==> src/least_resistance_optical_depth_defines.svh <==
// ----------------------------------------------------------------------------
// least_resistance_optical_depth_defines
// assertion macros shared by the optical depth block
// ----------------------------------------------------------------------------
`ifndef LEAST_RESISTANCE_OPTICAL_DEPTH_DEFINES_SVH
`define LEAST_RESISTANCE_OPTICAL_DEPTH_DEFINES_SVH

// same-cycle implication
`define LROD_ASSERT_IMPLY(lbl, ante, cons, msg) \
  lbl: assert property (@(posedge clk_i) disable iff (!rst_ni) (ante) |-> (cons)) \
    else $error(msg);

// next-cycle implication
`define LROD_ASSERT_NEXT(lbl, ante, cons, msg) \
  lbl: assert property (@(posedge clk_i) disable iff (!rst_ni) (ante) |=> (cons)) \
    else $error(msg);

`endif

==> src/lrod_pkg.sv <==
// ----------------------------------------------------------------------------
// lrod_pkg
// types and constants of the optical depth block
// ----------------------------------------------------------------------------
package lrod_pkg;

  localparam int unsigned FIELD_BITS   = 32;
  localparam int unsigned CFG_IDX_BITS = 2;
  localparam int unsigned AXIS_BITS    = 2;
  localparam int unsigned MUL_DIGIT    = 8;

  localparam logic [FIELD_BITS-1:0] SPACING_RESET = 32'h0001_0000;

  localparam logic [AXIS_BITS-1:0] AXIS_X = 2'd0;
  localparam logic [AXIS_BITS-1:0] AXIS_Y = 2'd1;

  localparam logic [CFG_IDX_BITS-1:0] REG_SPACING_X = 2'd0;
  localparam logic [CFG_IDX_BITS-1:0] REG_SPACING_Y = 2'd1;
  localparam logic [CFG_IDX_BITS-1:0] REG_SPACING_Z = 2'd2;

  typedef enum logic [2:0] {
    ST_IDLE,
    ST_ROOT,
    ST_MUL_DS,
    ST_MUL_P,
    ST_SUM
  } lrod_state_e;

  typedef struct packed {
    logic busy;
    logic done;
  } lrod_unit_sts_t;

endpackage

==> src/lrod_root.sv <==
// ----------------------------------------------------------------------------
// lrod_root
// bit-serial fixed point square root, one root bit per cycle
// ----------------------------------------------------------------------------
module lrod_root import lrod_pkg::*; #(
  parameter int unsigned VALUE_BITS = 32,
  parameter int unsigned FRAC_BITS  = 16,
  parameter int unsigned ROOT_BITS  = (VALUE_BITS + FRAC_BITS + 1) / 2
) (
  input  logic                  clk_i,
  input  logic                  rst_ni,
  input  logic                  start_i,
  input  logic [VALUE_BITS-1:0] value_i,
  output lrod_unit_sts_t        sts_o,
  output logic [ROOT_BITS-1:0]  root_o
);

  localparam int unsigned XW   = 2 * ROOT_BITS;
  localparam int unsigned REMW = ROOT_BITS + 3;
  localparam int unsigned CW   = $clog2(ROOT_BITS + 1);

  logic [XW-1:0]        x_q, x_d;
  logic [REMW-1:0]      rem_q, rem_d;
  logic [ROOT_BITS-1:0] root_q, root_d;
  logic [CW-1:0]        cnt_q, cnt_d;
  logic                 busy_q, busy_d;
  logic                 done_q, done_d;

  logic [REMW-1:0] rem_sh;
  logic [REMW-1:0] trial;

  assign rem_sh = {rem_q[REMW-3:0], x_q[XW-1:XW-2]};
  assign trial  = REMW'({root_q, 2'b01});

  always_comb begin
    x_d    = x_q;
    rem_d  = rem_q;
    root_d = root_q;
    cnt_d  = cnt_q;
    busy_d = busy_q;
    done_d = 1'b0;
    if (start_i) begin
      x_d    = XW'({value_i, {FRAC_BITS{1'b0}}});
      rem_d  = '0;
      root_d = '0;
      cnt_d  = CW'(ROOT_BITS);
      busy_d = 1'b1;
    end else if (busy_q) begin
      x_d   = {x_q[XW-3:0], 2'b00};
      cnt_d = cnt_q - CW'(1);
      if (rem_sh >= trial) begin
        rem_d  = rem_sh - trial;
        root_d = {root_q[ROOT_BITS-2:0], 1'b1};
      end else begin
        rem_d  = rem_sh;
        root_d = {root_q[ROOT_BITS-2:0], 1'b0};
      end
      if (cnt_q == CW'(1)) begin
        busy_d = 1'b0;
        done_d = 1'b1;
      end
    end
  end

  always_ff @(posedge clk_i or negedge rst_ni) begin
    if (!rst_ni) begin
      cnt_q  <= '0;
      busy_q <= 1'b0;
      done_q <= 1'b0;
    end else begin
      cnt_q  <= cnt_d;
      busy_q <= busy_d;
      done_q <= done_d;
    end
  end

  always_ff @(posedge clk_i) begin
    x_q    <= x_d;
    rem_q  <= rem_d;
    root_q <= root_d;
  end

  assign sts_o.busy = busy_q;
  assign sts_o.done = done_q;
  assign root_o     = root_q;

endmodule

==> src/lrod_qmul.sv <==
// ----------------------------------------------------------------------------
// lrod_qmul
// shared fixed point multiplier, one 8-bit digit of b per cycle, saturating
// ----------------------------------------------------------------------------
module lrod_qmul import lrod_pkg::*; #(
  parameter int unsigned VALUE_BITS = 32,
  parameter int unsigned FRAC_BITS  = 16,
  parameter int unsigned OP_BITS    = 32
) (
  input  logic                  clk_i,
  input  logic                  rst_ni,
  input  logic                  start_i,
  input  logic [OP_BITS-1:0]    a_i,
  input  logic [OP_BITS-1:0]    b_i,
  output lrod_unit_sts_t        sts_o,
  output logic [VALUE_BITS-1:0] res_o,
  output logic                  clip_o
);

  localparam int unsigned ND   = (OP_BITS + MUL_DIGIT - 1) / MUL_DIGIT;
  localparam int unsigned BPW  = ND * MUL_DIGIT;
  localparam int unsigned PW   = OP_BITS + BPW;
  localparam int unsigned QW   = VALUE_BITS + FRAC_BITS;
  localparam int unsigned ACCW = ((PW > QW) ? PW : QW) + 1;
  localparam int unsigned PRW  = OP_BITS + MUL_DIGIT;
  localparam int unsigned CW   = $clog2(ND + 1);

  logic [OP_BITS-1:0] a_q, a_d;
  logic [BPW-1:0]     b_q, b_d;
  logic [ACCW-1:0]    acc_q, acc_d;
  logic [CW-1:0]      cnt_q, cnt_d;
  logic               busy_q, busy_d;
  logic               done_q, done_d;

  logic [PRW-1:0] prod;

  assign prod = PRW'(a_q) * PRW'(b_q[BPW-1 -: MUL_DIGIT]);

  always_comb begin
    a_d    = a_q;
    b_d    = b_q;
    acc_d  = acc_q;
    cnt_d  = cnt_q;
    busy_d = busy_q;
    done_d = 1'b0;
    if (start_i) begin
      a_d    = a_i;
      b_d    = BPW'(b_i);
      acc_d  = '0;
      cnt_d  = CW'(ND);
      busy_d = 1'b1;
    end else if (busy_q) begin
      acc_d = {acc_q[ACCW-MUL_DIGIT-1:0], {MUL_DIGIT{1'b0}}} + ACCW'(prod);
      b_d   = {b_q[BPW-MUL_DIGIT-1:0], {MUL_DIGIT{1'b0}}};
      cnt_d = cnt_q - CW'(1);
      if (cnt_q == CW'(1)) begin
        busy_d = 1'b0;
        done_d = 1'b1;
      end
    end
  end

  always_ff @(posedge clk_i or negedge rst_ni) begin
    if (!rst_ni) begin
      cnt_q  <= '0;
      busy_q <= 1'b0;
      done_q <= 1'b0;
    end else begin
      cnt_q  <= cnt_d;
      busy_q <= busy_d;
      done_q <= done_d;
    end
  end

  always_ff @(posedge clk_i) begin
    a_q   <= a_d;
    b_q   <= b_d;
    acc_q <= acc_d;
  end

  assign clip_o     = |acc_q[ACCW-1:QW];
  assign res_o      = clip_o ? {VALUE_BITS{1'b1}} : acc_q[QW-1:FRAC_BITS];
  assign sts_o.busy = busy_q;
  assign sts_o.done = done_q;

endmodule

==> src/least_resistance_optical_depth.sv <==
// one neighbor word is accepted when idle; its candidate is formed after R root
// steps, R = (VALUE_BITS+FRAC_BITS+1)/2, and two passes of D = ceil(M/8)
// digits through the shared multiplier, M = max(VALUE_BITS, R)
// no new word is taken until the root unit, both multiplier passes and the sum
// state are done; a last word also waits in the sum state for a free output
// reset: spacing 1.0 on all axes, running minimum all ones, no clip, no output
// ----------------------------------------------------------------------------
// least_resistance_optical_depth
// running minimum of neighbor depth plus path length times face opacity
// ----------------------------------------------------------------------------
`include "least_resistance_optical_depth_defines.svh"

module least_resistance_optical_depth import lrod_pkg::*; #(
  parameter int unsigned VALUE_BITS = 32,
  parameter int unsigned FRAC_BITS  = 16
) (
  input  logic                    clk_i,
  input  logic                    rst_ni,
  input  logic                    cfg_valid_i,
  output logic                    cfg_ready_o,
  input  logic [CFG_IDX_BITS-1:0] cfg_index_i,
  input  logic [FIELD_BITS-1:0]   cfg_data_i,
  input  logic                    s_axis_tvalid,
  output logic                    s_axis_tready,
  // metric_center, metric_neighbor, opacity_center, opacity_neighbor,
  // depth_neighbor
  input  logic [5*FIELD_BITS-1:0] s_axis_tdata,
  // axis
  input  logic [AXIS_BITS-1:0]    s_axis_tuser,
  input  logic                    s_axis_tlast,
  output logic                    m_axis_tvalid,
  input  logic                    m_axis_tready,
  // min_depth
  output logic [FIELD_BITS-1:0]   m_axis_tdata,
  // saturated
  output logic [0:0]              m_axis_tuser
);

  localparam int unsigned ROOT_BITS = (VALUE_BITS + FRAC_BITS + 1) / 2;
  localparam int unsigned OP_BITS   = (VALUE_BITS > ROOT_BITS) ? VALUE_BITS : ROOT_BITS;
  localparam logic [VALUE_BITS-1:0] MAXV = {VALUE_BITS{1'b1}};

  function automatic logic [VALUE_BITS-1:0] to_val(input logic [FIELD_BITS-1:0] f);
    logic [VALUE_BITS+FIELD_BITS-1:0] ext;
    ext = {{VALUE_BITS{1'b0}}, f};
    return ext[VALUE_BITS-1:0];
  endfunction

  function automatic logic [FIELD_BITS-1:0] to_field(input logic [VALUE_BITS-1:0] v);
    logic [VALUE_BITS+FIELD_BITS-1:0] ext;
    ext = {{FIELD_BITS{1'b0}}, v};
    return ext[FIELD_BITS-1:0];
  endfunction

  lrod_state_e state_q, state_d;

  logic [FIELD_BITS-1:0] spc_x_q, spc_y_q, spc_z_q;
  logic [VALUE_BITS-1:0] spacing_q, spacing_d;
  logic [VALUE_BITS-1:0] kface_q, kface_d;
  logic [VALUE_BITS-1:0] dn_q, dn_d;
  logic [VALUE_BITS-1:0] p_q, p_d;
  logic                  last_q, last_d;
  logic [VALUE_BITS-1:0] running_min_q, running_min_d;
  logic                  clip_q, clip_d;
  logic                  m_valid_q, m_valid_d;
  logic [FIELD_BITS-1:0] m_data_q, m_data_d;
  logic                  m_user_q, m_user_d;

  logic                  s_acc;
  logic [VALUE_BITS:0]   gsum, ksum;
  logic [VALUE_BITS-1:0] gface;
  logic                  root_start, mul_start;
  lrod_unit_sts_t        root_sts, mul_sts;
  logic [ROOT_BITS-1:0]  root;
  logic [OP_BITS-1:0]    mul_a, mul_b;
  logic [VALUE_BITS-1:0] mul_res;
  logic                  mul_clip;
  logic [VALUE_BITS:0]   cand_sum;
  logic [VALUE_BITS-1:0] cand, new_min;
  logic                  out_free, emit;

  assign cfg_ready_o   = 1'b1;
  assign s_axis_tready = (state_q == ST_IDLE);
  assign s_acc         = s_axis_tvalid && s_axis_tready;

  assign gsum  = (VALUE_BITS+1)'(to_val(s_axis_tdata[0*FIELD_BITS +: FIELD_BITS]))
               + (VALUE_BITS+1)'(to_val(s_axis_tdata[1*FIELD_BITS +: FIELD_BITS]));
  assign ksum  = (VALUE_BITS+1)'(to_val(s_axis_tdata[2*FIELD_BITS +: FIELD_BITS]))
               + (VALUE_BITS+1)'(to_val(s_axis_tdata[3*FIELD_BITS +: FIELD_BITS]));
  assign gface = gsum[VALUE_BITS:1];

  // config registers
  always_ff @(posedge clk_i or negedge rst_ni) begin
    if (!rst_ni) begin
      spc_x_q <= SPACING_RESET;
      spc_y_q <= SPACING_RESET;
      spc_z_q <= SPACING_RESET;
    end else if (cfg_valid_i && cfg_ready_o) begin
      unique case (cfg_index_i)
        REG_SPACING_X: spc_x_q <= cfg_data_i;
        REG_SPACING_Y: spc_y_q <= cfg_data_i;
        REG_SPACING_Z: spc_z_q <= cfg_data_i;
        default: ;
      endcase
    end
  end

  lrod_root #(
    .VALUE_BITS(VALUE_BITS),
    .FRAC_BITS (FRAC_BITS),
    .ROOT_BITS (ROOT_BITS)
  ) u_root (
    .clk_i  (clk_i),
    .rst_ni (rst_ni),
    .start_i(root_start),
    .value_i(gface),
    .sts_o  (root_sts),
    .root_o (root)
  );

  assign mul_a = (state_q == ST_ROOT) ? OP_BITS'(spacing_q) : OP_BITS'(mul_res);
  assign mul_b = (state_q == ST_ROOT) ? OP_BITS'(root) : OP_BITS'(kface_q);

  lrod_qmul #(
    .VALUE_BITS(VALUE_BITS),
    .FRAC_BITS (FRAC_BITS),
    .OP_BITS   (OP_BITS)
  ) u_qmul (
    .clk_i  (clk_i),
    .rst_ni (rst_ni),
    .start_i(mul_start),
    .a_i    (mul_a),
    .b_i    (mul_b),
    .sts_o  (mul_sts),
    .res_o  (mul_res),
    .clip_o (mul_clip)
  );

  assign cand_sum = (VALUE_BITS+1)'(dn_q) + (VALUE_BITS+1)'(p_q);
  assign cand     = cand_sum[VALUE_BITS] ? MAXV : cand_sum[VALUE_BITS-1:0];
  assign new_min  = (cand < running_min_q) ? cand : running_min_q;
  assign out_free = !m_valid_q || m_axis_tready;
  assign emit     = (state_q == ST_SUM) && last_q && out_free;

  always_comb begin
    state_d       = state_q;
    spacing_d     = spacing_q;
    kface_d       = kface_q;
    dn_d          = dn_q;
    p_d           = p_q;
    last_d        = last_q;
    running_min_d = running_min_q;
    clip_d        = clip_q;
    m_valid_d     = m_valid_q && !m_axis_tready;
    m_data_d      = m_data_q;
    m_user_d      = m_user_q;
    root_start    = 1'b0;
    mul_start     = 1'b0;
    unique case (state_q)
      ST_IDLE: begin
        if (s_acc) begin
          root_start = 1'b1;
          kface_d    = ksum[VALUE_BITS:1];
          dn_d       = to_val(s_axis_tdata[4*FIELD_BITS +: FIELD_BITS]);
          last_d     = s_axis_tlast;
          unique case (s_axis_tuser)
            AXIS_X:  spacing_d = to_val(spc_x_q);
            AXIS_Y:  spacing_d = to_val(spc_y_q);
            default: spacing_d = to_val(spc_z_q);
          endcase
          state_d = ST_ROOT;
        end
      end
      ST_ROOT: begin
        if (root_sts.done) begin
          mul_start = 1'b1;
          state_d   = ST_MUL_DS;
        end
      end
      ST_MUL_DS: begin
        if (mul_sts.done) begin
          mul_start = 1'b1;
          clip_d    = clip_q | mul_clip;
          state_d   = ST_MUL_P;
        end
      end
      ST_MUL_P: begin
        if (mul_sts.done) begin
          p_d     = mul_res;
          clip_d  = clip_q | mul_clip;
          state_d = ST_SUM;
        end
      end
      ST_SUM: begin
        if (!last_q) begin
          running_min_d = new_min;
          clip_d        = clip_q | cand_sum[VALUE_BITS];
          state_d       = ST_IDLE;
        end else if (out_free) begin
          m_valid_d     = 1'b1;
          m_data_d      = to_field(new_min);
          m_user_d      = clip_q | cand_sum[VALUE_BITS];
          running_min_d = MAXV;
          clip_d        = 1'b0;
          state_d       = ST_IDLE;
        end
      end
      default: state_d = ST_IDLE;
    endcase
  end

  always_ff @(posedge clk_i or negedge rst_ni) begin
    if (!rst_ni) begin
      state_q       <= ST_IDLE;
      running_min_q <= MAXV;
      clip_q        <= 1'b0;
      m_valid_q     <= 1'b0;
    end else begin
      state_q       <= state_d;
      running_min_q <= running_min_d;
      clip_q        <= clip_d;
      m_valid_q     <= m_valid_d;
    end
  end

  always_ff @(posedge clk_i) begin
    spacing_q <= spacing_d;
    kface_q   <= kface_d;
    dn_q      <= dn_d;
    p_q       <= p_d;
    last_q    <= last_d;
    m_data_q  <= m_data_d;
    m_user_q  <= m_user_d;
  end

  assign m_axis_tvalid   = m_valid_q;
  assign m_axis_tdata    = m_data_q;
  assign m_axis_tuser[0] = m_user_q;

  `LROD_ASSERT_IMPLY(a_out_from_sum, $rose(m_axis_tvalid), $past(state_q) == ST_SUM,
                     "result word without a finished last neighbor")
  `LROD_ASSERT_NEXT(a_min_cleared, emit, running_min_q == MAXV && !clip_q,
                    "cell state not cleared after emit")
  `LROD_ASSERT_IMPLY(a_units_idle, state_q == ST_IDLE, !root_sts.busy && !mul_sts.busy,
                     "arithmetic unit busy while idle")

endmodule

==> config.mk <==
export PLATFORM = sky130hd
export DESIGN_NAME = least_resistance_optical_depth
export DESIGN_NICKNAME = d
export VERILOG_FILES = /design/src/lrod_pkg.sv /design/src/lrod_root.sv /design/src/lrod_qmul.sv /design/src/least_resistance_optical_depth.sv
export VERILOG_INCLUDE_DIRS = /design/src /design/src/src
export SDC_FILE = /design/constraint.sdc
export NUM_CORES = 2
export LEC_CHECK = 0
export BUFFER_PORTS_ARGS = -buffer_cell sky130_fd_sc_hd__buf_4
export CAP_MARGIN = 20
export CORE_UTILIZATION = 35
export DETAILED_ROUTE_END_ITERATION = 8
export HOLD_SLACK_MARGIN = 0.1
export PLACE_DENSITY = 0.53
export SYNTH_ARGS = -nofsm -noshare
export SYNTH_HDL_FRONTEND = slang
export SYNTH_SLANG_ARGS = --single-unit
==> constraint.sdc <==
create_clock -name clk_i -period 6.7 [get_ports clk_i]
set_input_delay 1.005 -clock clk_i [delete_from_list [all_inputs] [get_ports clk_i]]
set_output_delay 1.005 -clock clk_i [all_outputs]
set_load 0.01 [all_outputs]
==> impl_metrics.yaml <==
setup_path:
  required_ns: 7.23
  end_kind: "flop"
  ff2ff_setup_slack_ns: 0.25
  worstPathArrival_ns: 6.98
  worstPathMaxFanout: 14
  critPathKind: "reg -> reg"
  startpoint_type: "flop"
route:
  routed_wl_mm: 90.1
  drtIter0Drc: 1281
  vias: 25000
  via_per_inst: 4.97
  drc: 0
  drtAntennaViolNets: 0
  wl_per_cell_um: 17.9
  first_pass_iters: 5
worst_hold_path:
  hp-class: "in -> async"
synth:
  synth_edf_count: 258
  syn_area_mm2: 0.0353
  synth_area_leader_cell: "edfxtp_1"
  yosysSeqAreaShare_pct: 38.8
  synth.top_cell.area_share_pct: 21.9
  synth_nets: 4095
  ys_seq_elements: 517
  yosysWarnings: 0
  synth-main-ff-cell: "edfxtp_1"
  syn_avg_cell_area_um2: 10.2
  synth_area_leaders: "edfxtp_1 22%, fa_1 12%, ha_1 7.9%"
  synth-async-reset-ratio_pct: 28.0
  synth_cells: 3456
  synth_cell_types: 79
cells_and_area:
  antennaDiodeCount: 0
  nNetsFinal: 4320
  fin_util_pct: 40.8
  final_area_mm2: 0.0408
  drive_gt1_share_pct: 15.5
  synthToLayoutAreaGrowth_pct: 15.4
grt:
  grt_max_degree: 87
  track_usage_pct: 17.5
  grt_first_pass_wirelength_mm: 141
  grt_overflow: 0
  first_global_vias: 25000
  antenna_found_initial: 2
floorplanning:
  coreArea_mm2: 0.100
  die_x_um: 320
  row_count: 116
  initial_utilization_pct: 35.3
  die_h_um: 320
  ioPinCount: 238
  die_area_mm2: 0.102
place:
  place_area_mm2: 0.0387
  io_buffers: 236
  gp_congestion: 0.840
  dpl.hpwl_mm: 67.7
clock_network:
  ctsLongestPathBuffers: 3
  cts.sinks: 517
  cts.htree.levels: 2
  cts_buffers: 59
  clkTransAtPathRegs_ns: 0.06
  insertion_delay_ns: 0.64
  root_buffer: "clkbuf_16"
  cts_tree: "done"
sta:
  slew_headroom_pct: 35.4
  period_needed_ns: 6.45
  rsz0062_at_grt: "false"
  finalMaxSlewViolations: 0
  hold_viol: 0
  skew_ns: 0.0310
  finalCritPeriodShare_pct: 96.3
  finalSetupViolations: 0
  worst-slew-pin-transition_ns: 0.967
  timing.fmax_mhz: 155
outcome:
  status: "finished clean"
job:
  cap_violations: 0
state kept, by name, summed over array words and instances (netlist names), 24 cells and up:
signal and flops:
running_min_q 32, u_root.rem_q 25, spc_x_q 32, spc_y_q 32
kface_q 32, spacing_q 32, dn_q 32, u_root.x_q 32
u_root.root_o 24, u_qmul.b_q 32, u_qmul.a_q 32, spc_z_q 32
p_q 32, m_axis_tdata 32, u_qmul.acc_q 65
cell usage in the layout, fill, tap and decap left out, drive strengths merged, types with 85 or more instances in the layout:
master / n
nor2: 223
xnor2: 95
inv: 345
mux2: 123
edfxtp: 258
dfrtp: 110
dfxtp: 114
clkbuf: 85
a21oi: 215
nand2: 309
fa: 214
buf: 294
and2: 202
o21ai: 178
mux2i: 90
ha: 223
kinds of logic (layout without fill, tap and decap cells):
group	count (synthesis)	after routing	share of synthesized area, %
XOR/XNOR	161	161	3.99
AND/OR/NAND/NOR	931	931	12.6
AO/OA/AOI/OAI	723	723	13.0
other	1	1	0.0106
multiplexers	213	213	6.47
buffers and inverters	473	747	5.10
adder cells (fa/ha/maj)	437	437	20.0
flip-flops	517	517	38.8
synthesized netlist by cell type, drive strengths merged (11+ instances only):
cell type,number
o21bai,25
nand3,35
a21o,71
a21oi,215
o21a,16
inv,342
o21ai,178
and3,13
dfxtp,114
o22a,32
nand2b,40
dfstp,35
nor2,223
mux2i,90
xor2,66
nor4,11
clkbuf,109
nor3,22
o211ai,13
fa,214
ha,223
edfxtp,258
a211oi,38
and2,202
xnor2,95
a31oi,43
nand2,309
buf,21
nand3b,11
nor2b,21
mux2,123
dfrtp,110
nand4,18
layout make-up:
type	instances	area (µm²)
fill	9750	59200
multi-input combinational	2466	19900
sequential	517	13700
timing repair buffer	294	2260
clock buffer	85	1730
tap	1298	1620
inverter	343	1290
clock inverter	25	243
final timing paths:
kind / from / end / cells past startpoint
max: u_qmul.b_q[25] / u_qmul.acc_q[46] / 22
min: rst_ni / spc_y_q[6] / 1
max reg2reg: u_qmul.b_q[25] / u_qmul.acc_q[46] / 22
min reg2reg: u_qmul.acc_q[5] / u_qmul.acc_q[5] / 2
max in group asynchronous: rst_ni / u_qmul.busy_q / 2
min in group clk_i: u_qmul.acc_q[5] / u_qmul.acc_q[5] / 2
worst max-delay path, cell delays in order, from the launching register on:
cell      delay [ns]
edfxtp_1        0.51
buf_4           0.23
buf_4           0.25
nand2_1         0.11
fa_1            0.51
inv_1           0.07
fa_1            0.53
fa_1            0.44
fa_1            0.49
ha_1            0.41
a21o_1          0.23
o21a_1          0.19
a311oi_1        0.46
o21ai_0         0.19
o21ai_1         0.17
buf_4           0.16
a31oi_2         0.14
a31oi_2         0.30
o31a_1          0.34
buf_4           0.18
nor2b_1         0.05
xnor2_1         0.12
a211oi_1        0.23
through the flow:
stage          setup TNS (ns)  std cells  hold WS, ns  setup slack [ns]
3_3_place_gp           -0.503       4912        0.474           -0.0855
3_5_place_dp           -0.598       4912        0.473           -0.0917
2_1_floorplan               0       3456        0.456             0.967
6_report                    0       5028        0.405             0.250
5_1_grt                     0       5028        0.458           0.00662
4_1_cts                     0       5022        0.419            0.0723
timing repair:
item | in CTS | in global routing
setup endpoints to repair | 11 | 36
resized for setup | 2 | 5
setup buffers | 0 | 5
hold buffers | 0 | 0
pin swaps | 0 | 2
metal layers:
| metal | global-route usage, % | share of wire, % |
|---|---|---|
| met5 | 0 | 0 |
| met4 | 4.64 | 2.3 |
| met3 | 2.10 | 3.1 |
| met2 | 29.9 | 49 |
| met1 | 23.4 | 46 |
Power is not shown: default switching activity piles up to over one toggle a cycle in this logic, so the estimate is an artifact.
